File: src/rtl/gcrf_pkg.sv
// ============================================================================
// gcrf_pkg
// Shared types, codes and the default palette of the graphics control
// register file.
// ============================================================================
package gcrf_pkg;

   // transaction kinds
   localparam logic [1:0] FUNC_READ  = 2'd0;
   localparam logic [1:0] FUNC_WRITE = 2'd1;
   localparam logic [1:0] FUNC_TICK  = 2'd2;

   // register offsets
   localparam logic [3:0] OFS_DIVIDER   = 4'd0;
   localparam logic [3:0] OFS_FLAGS     = 4'd1;
   localparam logic [3:0] OFS_WIDTH_HI  = 4'd3;
   localparam logic [3:0] OFS_WIDTH_LO  = 4'd4;
   localparam logic [3:0] OFS_HEIGHT_HI = 4'd5;
   localparam logic [3:0] OFS_HEIGHT_LO = 4'd6;
   localparam logic [3:0] OFS_PAL_PTR   = 4'd7;
   localparam logic [3:0] OFS_PAL_HI    = 4'd8;
   localparam logic [3:0] OFS_PAL_LO    = 4'd9;
   localparam logic [3:0] OFS_EXT_HI    = 4'd12;
   localparam logic [3:0] OFS_EXT_LO    = 4'd13;
   localparam logic [3:0] OFS_EXT_DATA  = 4'd14;

   // configuration register indexes
   localparam int unsigned   CSR_INDEX_W    = 2;
   localparam logic [1:0]    CSR_TIMING_W   = 2'd0;
   localparam logic [1:0]    CSR_TIMING_H   = 2'd1;

   localparam logic [15:0] TIMING_W_RESET = 16'd256;
   localparam logic [15:0] TIMING_H_RESET = 16'd160;

   // extended address window
   localparam logic [15:0] ADDR_LIMIT = 16'h9FFF;
   localparam logic [15:0] ADDR_CLAMP = 16'h4FFF;

   // flag register bit positions
   localparam int unsigned FLAG_VSYNC  = 7;
   localparam int unsigned FLAG_BB_EN  = 6;
   localparam int unsigned FLAG_BUFSEL = 5;

   // result source held in the read stage
   localparam logic [1:0] SRC_REG    = 2'd0;
   localparam logic [1:0] SRC_PAL_HI = 2'd1;
   localparam logic [1:0] SRC_PAL_LO = 2'd2;
   localparam logic [1:0] SRC_EXT    = 2'd3;

   typedef struct packed {
      logic       rd_en;
      logic       wr_hi;
      logic       wr_lo;
      logic [7:0] data;
   } pal_cmd_type;

   typedef struct packed {
      logic       wr_hi;
      logic       wr_lo;
      logic [7:0] data;
   } ptr_cmd_type;

   function automatic logic [15:0] pal_default(input logic [7:0] idx);
      logic [15:0] word;
      unique case (idx)
         8'd0:    word = 16'h0000;
         8'd1:    word = 16'h005F;
         8'd2:    word = 16'h050F;
         8'd3:    word = 16'h055F;
         8'd4:    word = 16'h500F;
         8'd5:    word = 16'h505F;
         8'd6:    word = 16'h550F;
         8'd7:    word = 16'hAAAF;
         8'd8:    word = 16'h555F;
         8'd9:    word = 16'h00FF;
         8'd10:   word = 16'h0F0F;
         8'd11:   word = 16'h0FFF;
         8'd12:   word = 16'hF00F;
         8'd13:   word = 16'hF0FF;
         8'd14:   word = 16'hFF0F;
         8'd15:   word = 16'hFFFF;
         default: word = 16'h0000;
      endcase
      return word;
   endfunction

endpackage

File: src/rtl/gcrf_palette.sv
// ============================================================================
// gcrf_palette
// Palette word store: synchronous memory with byte writes and one valid bit
// per entry; an entry never written reads as its default colour.
// ============================================================================
module gcrf_palette #(
   parameter int unsigned PALETTE_DEPTH = 16
) (
   input  logic                 clock,
   input  logic                 reset,
   input  gcrf_pkg::pal_cmd_type pal_cmd,
   input  logic [7:0]           pal_pointer,
   output logic [15:0]          pal_word
);

   localparam int unsigned IW = $clog2(PALETTE_DEPTH);

   logic [15:0]             mem [PALETTE_DEPTH];
   logic [PALETTE_DEPTH-1:0] valid_ff;
   logic [PALETTE_DEPTH-1:0] valid_in;
   logic [IW-1:0]           mod_lut [256];
   logic [IW-1:0]           entry;
   logic [15:0]             dflt;
   logic [15:0]             rd_word_ff;
   logic                    rd_valid_ff;
   logic [15:0]             rd_dflt_ff;

   // pointer modulo depth as a constant table
   for (genvar i = 0; i < 256; i++) begin : g_mod
      assign mod_lut[i] = IW'(i % PALETTE_DEPTH);
   end

   assign entry = mod_lut[pal_pointer];
   assign dflt  = gcrf_pkg::pal_default(8'(entry));

   always_comb begin
      valid_in = valid_ff;
      if (pal_cmd.wr_hi || pal_cmd.wr_lo) begin
         valid_in[entry] = 1'b1;
      end
   end

   always_ff @(posedge clock) begin
      if (reset) begin
         valid_ff <= '0;
      end else begin
         valid_ff <= valid_in;
      end
   end

   // untouched half of a fresh entry takes the default colour
   always_ff @(posedge clock) begin
      if (pal_cmd.wr_hi) begin
         mem[entry][15:8] <= pal_cmd.data;
         if (!valid_ff[entry]) begin
            mem[entry][7:0] <= dflt[7:0];
         end
      end
      if (pal_cmd.wr_lo) begin
         mem[entry][7:0] <= pal_cmd.data;
         if (!valid_ff[entry]) begin
            mem[entry][15:8] <= dflt[15:8];
         end
      end
      if (pal_cmd.rd_en) begin
         rd_word_ff  <= mem[entry];
         rd_valid_ff <= valid_ff[entry];
         rd_dflt_ff  <= dflt;
      end
   end

   assign pal_word = rd_valid_ff ? rd_word_ff : rd_dflt_ff;

endmodule

File: config.mk
export PLATFORM = sky130hd
export DESIGN_NAME = gcrf_palette
export DESIGN_NICKNAME = d
export VERILOG_FILES = /design/src/rtl/gcrf_pkg.sv /design/src/rtl/gcrf_palette.sv
export SDC_FILE = /design/constraint.sdc
export NUM_CORES = 1
export LEC_CHECK = 0
export ABC_AREA = 1
export BUFFER_PORTS_ARGS = -buffer_cell sky130_fd_sc_hd__buf_2
export CORE_UTILIZATION = 61
export CTS_CLUSTER_SIZE = 8
export DETAILED_ROUTE_END_ITERATION = 8
export HOLD_SLACK_MARGIN = 0.05
export PLACE_DENSITY = 0.84
export SLEW_MARGIN = 20
export SYNTH_ARGS = -nofsm -noshare
export SYNTH_HDL_FRONTEND = slang
export SYNTH_SLANG_ARGS = --single-unit
File: constraint.sdc
create_clock -name clock -period 2.97 [get_ports clock]
set_clock_uncertainty 0.15 [all_clocks]
set_input_delay 0.594 -clock clock [delete_from_list [all_inputs] [get_ports clock]]
set_output_delay 0.594 -clock clock [all_outputs]
set_load 0.005 [all_outputs]
==> out/metrics.cfg <==
[outcome]
outcome = completed

[synth]
ys_seq_area_frac = 0.744
syn-num-nets = 900
synth.avg_cell_area_um2 = 13.4
ys_ff_latch = 296
synth.distinct_cells = 26
synthCells = 879
syn_area_um2 = 11700
yosys_warnings = 0

[detailed_routing]
wl_per_cell_um = 23.9
drtPass1Iterations = 6
avgViaCountPerCell = 6.52
drt_wl_total_um = 28900
drtIter0Drc = 1202
route.detailed.drc = 0
num_vias = 7889
antenna_left = 0

[global_route]
grt_pass1_vias = 7726
met1_usage = 0.401
grt_antenna_before_repair = 0
grt_pass1_wl_um = 43800
grt_start_max_net_pins = 65
grtUsageMet3 = 0.0707
grt-ovfl-total = 0
grt_use_total = 0.299
grt_busiest_layer = met2
grt_use_met2 = 0.477

[die]
die_area_um2 = 19800
initial_core_util = 0.625
ioPinCount = 37
die_w_um = 141
die_h_um = 141
core_area_um2 = 18800
row_count = 50

[worst_setup_path]
cp_cell_sequence = buf_2, buf_4, o21ai_1, nand2_1, nand2_1, nand2_2, nand2_4, nor2_8, nor2_8, nor2_1
critical-path-max-stage-delay_ps = 770
cp_max_fo = 16
crit_buf_inv = 2
cpMaxStageDelayCell = nor2_1
crit_required_ps = 2950
critical_path_class = in2reg
worstPathArrival_ps = 2480
crit_family = simple AND/OR/NAND/NOR gates
cp-end-kind = flop
start_kind = input pin

[placed_design]
pre_cts_ws_ps = 114
hpwl_um = 16400
portBuffers = 32
gp_congestion = 0.878

[pwr]
combPwrFrac = 0.064
internal-power_w = 0.00769
ir_worst_vdd_mv = 0.388
p_leak_nw = 4.89
power_density_nw_per_um2 = 729
p_sw_frac = 0.219
clock_power_share = 0.451
pwr-share-seq = 0.485
switching_power_w = 0.00215

[cts]
ctsHtreeMaxLevel = 2
cts_tree = built
cts_made_buffers = 42
cts.clk_slew.worst_paths_ps = 50
root_buffer = clkbuf_16
hold_buffers = 0
insertion_delay_ps = 520
cts_max_path_buffers = 3
cts_resized = 0
clkSinkCount = 296

[sta]
slew_viol_final = 0
timing_hold_violations_final = 0
fmax_mhz = 401
fin_crit_sh = 0.841
rsz0062_at_grt = no
setup_viol = 0
min_period_ps = 2500
slew_headroom = 0.332
setup_tns_ps = 0
worst_pin_slew_ps = 999
layout_setup_ws_ps = 473

[cells_and_area]
layout.nets = 965
antenna_cells = 0
mostFrequentLayoutCell = edfxtp_1
area_delta_synth_final_pct = 14.9
layout_common_cells = edfxtp_1 (280), nand2_1 (251), a22oi_1 (128)
fillers = 1073
drive_gt1_frac = 0.158

[worst_hold_path]
hp-class = reg2reg

[job]
cap_violations = 0

-- power groups by stage --
stage	logic (W)	clock network (W)	registers, W
6_report	0.000631	0.00443	0.00477
5_1_grt	0.000671	0.00463	0.00477
2_1_floorplan	0.000362	0	0.00483
4_1_cts	0.000610	0.00444	0.00478
3_5_place_dp	0.000593	0	0.00485
3_3_place_gp	0.000571	0	0.00484
-- layer usage --
| metal | wire, um | part of all wire | vias up |
|---|---|---|---|
| met2 | 13700 | 0.47 | 650 |
| met1 | 10500 | 0.36 | 3771 |
| met5 | 0 | 0 | - |
| li1 | - | - | 3341 |
| met3 | 3490 | 0.12 | 127 |
| met4 | 1200 | 0.041 | 0 |
-- layout make-up --
cell class	instances	area [um2]	area share
tap	234	293	0.0217
sequential	296	8730	0.647
multi-input combinational	492	2630	0.195
timing repair buffer	64	413	0.0306
inverter	48	180	0.0134
clock buffer	76	1240	0.0921
-- synth_stat cells --
cell type,instances,area share
buf_2,18,0.0077
clkinv_1,1,0.00032
nor2_2,1,0.00053
nand4_1,16,0.0085
buf_1,4,0.0013
a21oi_2,16,0.012
clkbuf_1,15,0.0048
buf_8,1,0.0013
a22oi_1,128,0.082
nor2_4,1,0.00096
inv_2,7,0.0022
buf_4,3,0.0019
o21ai_0,2,0.00085
nand3_1,4,0.0017
buf_6,2,0.0019
dfxtp_1,16,0.027
edfxtp_1,280,0.72
o21ai_1,2,0.00085
nand2_1,251,0.080
nand2_2,9,0.0048
inv_1,40,0.013
nand2_4,3,0.0029
nor2_8,4,0.0068
nor2_1,34,0.011
a21oi_1,20,0.0085
o21ai_2,1,0.00075
-- worst paths after layout --
path,depth (start not counted),slack (ps),startpoint,end
max reg2reg,9,560,valid_ff[8],mem[4][5]
min reg2reg,2,310,valid_ff[9],valid_ff[9]
min,2,310,valid_ff[9],valid_ff[9]
max,10,470,pal_pointer[0],mem[4][5]
-- worst reg2reg max path: cells and delay by family, from the launching register on --
family / cells / cell delay, ps
buffers and inverters: 1 / 90
DFF: 1 / 300
AOI/OAI and AO/OA: 1 / 90
and+or+nand+nor: 7 / 1390
-- logic make-up after synthesis --
kind of cell,after synthesis,share of synthesized area
AOI/OAI and AO/OA,169,0.105
and+or+nand+nor,323,0.117
DFF,296,0.744
buffers and inverters,91,0.0342
-- per-stage QoR --
step / std cells / hold slack [ps] / power (W) / util / cell area, um2
global route: 1210 / 326 / 0.0101 / 0.719 / 13500
detailed placement: 1132 / 294 / 0.00544 / 0.652 / 12200
global placement: 1132 / 287 / 0.00541 / 0.652 / 12200
finish: 1210 / 306 / 0.00984 / 0.719 / 13500
floorplan: 879 / 280 / 0.00520 / - / 11700
CTS: 1208 / 302 / 0.00982 / 0.718 / 13500
-- timing repair --
| item | in CTS | in global routing |
|---|---|---|
| endpoints found under the setup margin | 0 | 3 |
| hold endpoints to repair | 0 | 0 |
| setup buffers | 0 | 2 |
-- state kept, by name (all words and copies together), names as in the netlist --
signal       flops
mem            256
rd_dflt_ff       7
rd_valid_ff      1
rd_word_ff      16
valid_ff        16
(Power assumes the default switching activity.)
