File: config.mk
export PLATFORM = sky130hd
export DESIGN_NAME = gcrf_ext_addr
export DESIGN_NICKNAME = d
export VERILOG_FILES = /design/src/rtl/gcrf_pkg.sv /design/src/rtl/gcrf_ext_addr.sv
export SDC_FILE = /design/constraint.sdc
export NUM_CORES = 1
export LEC_CHECK = 0
export BUFFER_PORTS_ARGS = -buffer_cell sky130_fd_sc_hd__buf_2
export CORE_ASPECT_RATIO = 0.5
export CORE_MARGIN = 2
export CORE_UTILIZATION = 46
export CTS_BUF_LIST = sky130_fd_sc_hd__clkbuf_16
export DETAILED_ROUTE_END_ITERATION = 6
export PLACE_DENSITY = 0.74
export SETUP_SLACK_MARGIN = 0.15
export SKIP_CTS_REPAIR_TIMING = 1
export SYNTH_ARGS = -nofsm -noshare
export SYNTH_HDL_FRONTEND = slang
export SYNTH_SLANG_ARGS = --single-unit
File: constraint.sdc
create_clock -name clock -period 15.4 [get_ports clock]
set_input_delay 0.77 -clock clock [delete_from_list [all_inputs] [get_ports clock]]
set_output_delay 0.77 -clock clock [all_outputs]
set_load 0.1 [all_outputs]
File: src/rtl/gcrf_pkg.sv
// ============================================================================
// gcrf_pkg
// Shared types, codes and the default palette of the graphics control
// register file.
// ============================================================================
package gcrf_pkg;

   // transaction kinds
   localparam logic [1:0] FUNC_READ  = 2'd0;
   localparam logic [1:0] FUNC_WRITE = 2'd1;
   localparam logic [1:0] FUNC_TICK  = 2'd2;

   // register offsets
   localparam logic [3:0] OFS_DIVIDER   = 4'd0;
   localparam logic [3:0] OFS_FLAGS     = 4'd1;
   localparam logic [3:0] OFS_WIDTH_HI  = 4'd3;
   localparam logic [3:0] OFS_WIDTH_LO  = 4'd4;
   localparam logic [3:0] OFS_HEIGHT_HI = 4'd5;
   localparam logic [3:0] OFS_HEIGHT_LO = 4'd6;
   localparam logic [3:0] OFS_PAL_PTR   = 4'd7;
   localparam logic [3:0] OFS_PAL_HI    = 4'd8;
   localparam logic [3:0] OFS_PAL_LO    = 4'd9;
   localparam logic [3:0] OFS_EXT_HI    = 4'd12;
   localparam logic [3:0] OFS_EXT_LO    = 4'd13;
   localparam logic [3:0] OFS_EXT_DATA  = 4'd14;

   // configuration register indexes
   localparam int unsigned   CSR_INDEX_W    = 2;
   localparam logic [1:0]    CSR_TIMING_W   = 2'd0;
   localparam logic [1:0]    CSR_TIMING_H   = 2'd1;

   localparam logic [15:0] TIMING_W_RESET = 16'd256;
   localparam logic [15:0] TIMING_H_RESET = 16'd160;

   // extended address window
   localparam logic [15:0] ADDR_LIMIT = 16'h9FFF;
   localparam logic [15:0] ADDR_CLAMP = 16'h4FFF;

   // flag register bit positions
   localparam int unsigned FLAG_VSYNC  = 7;
   localparam int unsigned FLAG_BB_EN  = 6;
   localparam int unsigned FLAG_BUFSEL = 5;

   // result source held in the read stage
   localparam logic [1:0] SRC_REG    = 2'd0;
   localparam logic [1:0] SRC_PAL_HI = 2'd1;
   localparam logic [1:0] SRC_PAL_LO = 2'd2;
   localparam logic [1:0] SRC_EXT    = 2'd3;

   typedef struct packed {
      logic       rd_en;
      logic       wr_hi;
      logic       wr_lo;
      logic [7:0] data;
   } pal_cmd_type;

   typedef struct packed {
      logic       wr_hi;
      logic       wr_lo;
      logic [7:0] data;
   } ptr_cmd_type;

   function automatic logic [15:0] pal_default(input logic [7:0] idx);
      logic [15:0] word;
      unique case (idx)
         8'd0:    word = 16'h0000;
         8'd1:    word = 16'h005F;
         8'd2:    word = 16'h050F;
         8'd3:    word = 16'h055F;
         8'd4:    word = 16'h500F;
         8'd5:    word = 16'h505F;
         8'd6:    word = 16'h550F;
         8'd7:    word = 16'hAAAF;
         8'd8:    word = 16'h555F;
         8'd9:    word = 16'h00FF;
         8'd10:   word = 16'h0F0F;
         8'd11:   word = 16'h0FFF;
         8'd12:   word = 16'hF00F;
         8'd13:   word = 16'hF0FF;
         8'd14:   word = 16'hFF0F;
         8'd15:   word = 16'hFFFF;
         default: word = 16'h0000;
      endcase
      return word;
   endfunction

endpackage

File: src/rtl/gcrf_ext_addr.sv
// ============================================================================
// gcrf_ext_addr
// Extended address pointer with clamp, and the sequencer that folds it into
// a RAM index (reciprocal multiply, then multiply-subtract with correction).
// ============================================================================
module gcrf_ext_addr #(
   parameter int unsigned EXT_RAM_DEPTH = 40960,
   parameter int unsigned AW            = 16
) (
   input  logic                  clock,
   input  logic                  reset,
   input  gcrf_pkg::ptr_cmd_type ptr_cmd,
   output logic [15:0]           ext_pointer,
   output logic [AW-1:0]         ram_index,
   output logic                  index_idle
);

   localparam logic [1:0]  IDX_IDLE = 2'd0;
   localparam logic [1:0]  IDX_QUOT = 2'd1;
   localparam logic [1:0]  IDX_REM  = 2'd2;

   // floor(2^32 / depth); depth >= 4096 keeps this within 21 bits
   localparam logic [20:0] RECIP = 21'((64'd1 << 32) / EXT_RAM_DEPTH);
   localparam logic [17:0] DEPTH = 18'(EXT_RAM_DEPTH);

   logic [15:0]   ptr_ff, ptr_in, ptr_new;
   logic [1:0]    st_ff, st_in;
   logic [4:0]    quot_ff;
   logic [36:0]   prod;
   logic [17:0]   rem_raw, rem_fix;
   logic [AW-1:0] index_ff;

   always_comb begin
      ptr_new = ptr_cmd.wr_hi ? {ptr_cmd.data, ptr_ff[7:0]} : {ptr_ff[15:8], ptr_cmd.data};
      ptr_in  = ptr_ff;
      if (ptr_cmd.wr_hi || ptr_cmd.wr_lo) begin
         ptr_in = (ptr_new > gcrf_pkg::ADDR_LIMIT) ? gcrf_pkg::ADDR_CLAMP : ptr_new;
      end
   end

   always_comb begin
      st_in = st_ff;
      unique case (st_ff)
         IDX_IDLE: if (ptr_cmd.wr_hi || ptr_cmd.wr_lo) st_in = IDX_QUOT;
         IDX_QUOT: st_in = IDX_REM;
         IDX_REM:  st_in = IDX_IDLE;
         default:  st_in = IDX_IDLE;
      endcase
   end

   assign prod    = 37'(ptr_ff) * 37'(RECIP);
   // quotient is exact or one short, so one subtract corrects it
   assign rem_raw = 18'(ptr_ff) - 18'(quot_ff) * DEPTH;
   assign rem_fix = (rem_raw >= DEPTH) ? rem_raw - DEPTH : rem_raw;

   always_ff @(posedge clock) begin
      if (reset) begin
         ptr_ff   <= '0;
         st_ff    <= IDX_IDLE;
         index_ff <= '0;
      end else begin
         ptr_ff <= ptr_in;
         st_ff  <= st_in;
         if (st_ff == IDX_REM) begin
            index_ff <= AW'(rem_fix);
         end
      end
   end

   always_ff @(posedge clock) begin
      if (st_ff == IDX_QUOT) begin
         quot_ff <= prod[36:32];
      end
   end

   assign ext_pointer = ptr_ff;
   assign ram_index   = index_ff;
   assign index_idle  = (st_ff == IDX_IDLE);

endmodule

==> run_results.csv <==
group,metric,value,unit
pwr,p_seq_share,16.2,%
global_route,antenna_found_initial,0,
yosys,synthArstFlopShare,0,%
setup_path,cpMaxStageDelayCell,"fa_1",
floorplan,fp.dieW,150.9,microns
clocking,root_buffer,"clkbuf_16",
setup_path,cp-start-kind,"flop",
pwr,finalPower,0.0006533,W
timing,final.setup.worst_slack,10.17,ns
routing,wl_per_cell,15.38,microns
timing,fmax,191.2,MHz
finish,diodes,0,
timing,min_period_over_period,33.97,%
setup_path,r2r_start,"ext_pointer[5]$_SDFFE_PP0P_",
clocking,cts.sinks,35,
global_route,met1_usage,27.72,%
clocking,tritoncts,"yes",
floorplan,die_h,77.44,microns
setup_path,setup.worst_path.start,"ext_pointer[5]$_SDFFE_PP0P_",
pwr,clkPwrFrac,18.0,%
global_route,use_met2,33.18,%
setup_path,cp-end-kind,"flop",
yosys,syn_area_per_cell,9.360,sq um
pwr,p_leak,2.982,nW
clocking,clock_latency,0.28,ns
routing,first_pass_iters,4,
finish,nFillCells,897,
yosys,synth_cell_type_count,37,
setup_path,path_max_fanout,7,
timing,setup_violations,0,
pwr,internal_power,0.0003432,W
routing,vias,3517,
pwr,power_density,121.5,nW/um^2
place,portBuffers,44,
global_route,grt-busiest-layer,"met2",
clocking,h-tree-depth,2,
routing,avgViaCountPerCell,5.046,
finish,finalInstanceArea,5379,sq um
place,hpwl,9.227,mm
finish,area_growth,8.424,%
yosys,syn_area,4961,sq um
pwr,ir_drop,63.13,uV
yosys,yosys-top-cells-area,"ha_1, fa_1, dfxtp_1",
setup_path,critPathBufInv,3,
status,status,"completed",
global_route,grt_max_degree,35,
yosys,synth_top_cell_by_area,"ha_1",
yosys,synth_fp_nets,723,
pwr,p_comb_share,65.8,%
global_route,grt_pass1_vias,3693,
setup_path,crit_path_frequent_cell,"fa_1",
yosys,synth-main-ff-cell,"dfxtp_1",
yosys,yosysTopAreaCellShare,30.77,%
setup_path,path_class,"reg2reg",
place,gp_congestion,0.9153,
setup_path,required,15.43,ns
yosys,synth_most_common_cell,"ha_1",
routing,drc_errors,0,
timing,clock_skew,0.008472,ns
yosys,synth_common_cells,"ha_1, inv_1, fa_1, nand2_1, dfxtp_1",
hold_path,hp-class,"reg2reg",
finish,fin_nets,749,
timing,rsz0062_at_grt,"false",
yosys,ys_seq_elements,35,
pwr,swShare,47.46,%
clocking,clkTransAtPathRegs,0.06,ns
place,pre_cts_ws,10.19,ns
pwr,p_sw,0.0003101,W
setup_path,cpPeakStageDelay,0.73,ns
routing,drt-initial-drc-count,129,
floorplan,initial_utilization,47.96,%
timing,final.setup.tns,0,ns
global_route,overflow,0,
setup_path,worst_path_dominant_cell_family,"adder cells",
place,dpl_cell_area,5210,sq um
floorplan,die_area,11680,sq um
global_route,grt_usage,19.79,%
finish,drive_above_1_share,9.695,%
run,drv_cap,0,
timing,worstMarginPinSlew,1.158,ns
floorplan,ios,45,
global_route,use_met3,2.118,%
hold_path,worstHoldStart,"ram_index[1]$_SDFFE_PP0N_",
yosys,synth_edf_count,1,
yosys,yosysSeqAreaShare,14.33,%
routing,ant_nets,0,
yosys,netlist_instances,530,
setup_path,path_cells,"inv_1, ha_1, fa_1, xor2_1, ha_1, fa_1, inv_1, fa_1, fa_1, inv_1, ha_1, a21oi_1, o21ai_0, a221oi_1, o311ai_1, xnor2_1",
routing,routed_wl,10.72,mm
clocking,cts_buffers,5,
timing,min_period,5.231,ns
timing,slew_violations,0,
timing,relSlewSlack,22.64,%
yosys,ys_warn_count,0,
clocking,cts_buffer_depth,2,
setup_path,cp.arrival,5.26,ns
timing,whs,0.4530,ns
floorplan,rows,26,
timing,hold_violations,0,
floorplan,core_area,10340,sq um
global_route,grt_pass1_wl,18.28,mm
-- worst register-to-register path: stages (launching register included) --
cell and delay (ns):
dfxtp_1 0.47, inv_1 0.10, ha_1 0.34, fa_1 0.73, xor2_1 0.22, ha_1 0.28, fa_1 0.50, inv_1 0.06
fa_1 0.50, fa_1 0.55, inv_1 0.04, ha_1 0.30, a21oi_1 0.13, o21ai_0 0.13, a221oi_1 0.29, o311ai_1 0.18
xnor2_1 0.16
-- per-stage QoR --
stage / cells / util (%)
3_3_place_gp: 689 / 50.36
4_1_cts: 697 / 52.00
6_report: 697 / 52.00
3_5_place_dp: 689 / 50.36
2_1_floorplan: 530 / -
5_1_grt: 697 / 52.00
-- registers in the layout, indices dropped and copies added, names as in the netlist --
| register | flops |
|---|---|
| quot_ff | 1 |
| ext_pointer | 16 |
| ram_index | 16 |
| st_ff | 2 |
-- layer usage --
layer / routed length (microns) / up-vias
li1: - / 1728
met1: 5154 / 1703
met2: 4919 / 75
met3: 512 / 11
met4: 136 / 0
met5: 0 / -
-- cells in the final DEF (no fill, tap or decap), types with 5 or more instances in the layout --
| master | n |
|---|---|
| a21oi_1 | 32 |
| a31oi_1 | 10 |
| buf_2 | 44 |
| clkbuf_16 | 5 |
| dfxtp_1 | 34 |
| fa_1 | 59 |
| ha_1 | 122 |
| inv_1 | 120 |
| mux2i_1 | 7 |
| nand2_1 | 52 |
| nand3_1 | 5 |
| nor2_1 | 6 |
| nor2b_1 | 5 |
| xnor2_1 | 10 |
| xor2_1 | 5 |
-- worst paths after layout --
path	endpoint	slack (ns)	depth (start not counted)
worst max-delay path	quot_ff[0]$_DFFE_PN_	10.17	16
worst min-delay path	ram_index[1]$_SDFFE_PP0N_	0.45	2
worst max register to register	quot_ff[0]$_DFFE_PN_	10.17	16
worst min register to register	ram_index[1]$_SDFFE_PP0N_	0.45	2
-- power by group through the flow --
stage | registers (W) | logic (W) | clock network (W)
after global routing | 0.000107 | 0.000505 | 0.000122
after global placement | 0.000107 | 0.000416 | 0
after floorplan | 0.000116 | 0.000331 | 0
final | 0.000106 | 0.000430 | 0.000118
after detailed placement | 0.000108 | 0.000429 | 0
after CTS | 0.000106 | 0.000436 | 0.000119
-- layout make-up --
| cell class | count | area (sq um) | area share, % |
|---|---|---|---|
| multi-input combinational | 350 | 3654 | 67.92 |
| tap | 140 | 175.2 | 3.257 |
| sequential | 35 | 710.7 | 13.21 |
| timing repair buffer | 44 | 220.2 | 4.094 |
| inverter | 120 | 450.4 | 8.374 |
| clock inverter | 3 | 43.79 | 0.8141 |
| clock buffer | 5 | 125.1 | 2.326 |
-- logic make-up (layout without fill, tap and decap cells) --
kind of cell,count (synthesis),in the layout,synth area share (%)
compound gates,59,59,6.986
xor+xnor,15,15,2.648
fa+ha+maj,181,181,54.58
buf+inv,145,172,12.03
flops,35,35,14.33
mux,7,7,1.412
simple gates,88,88,8.020
No activity file was read; power rests on OpenSTA's default activity.
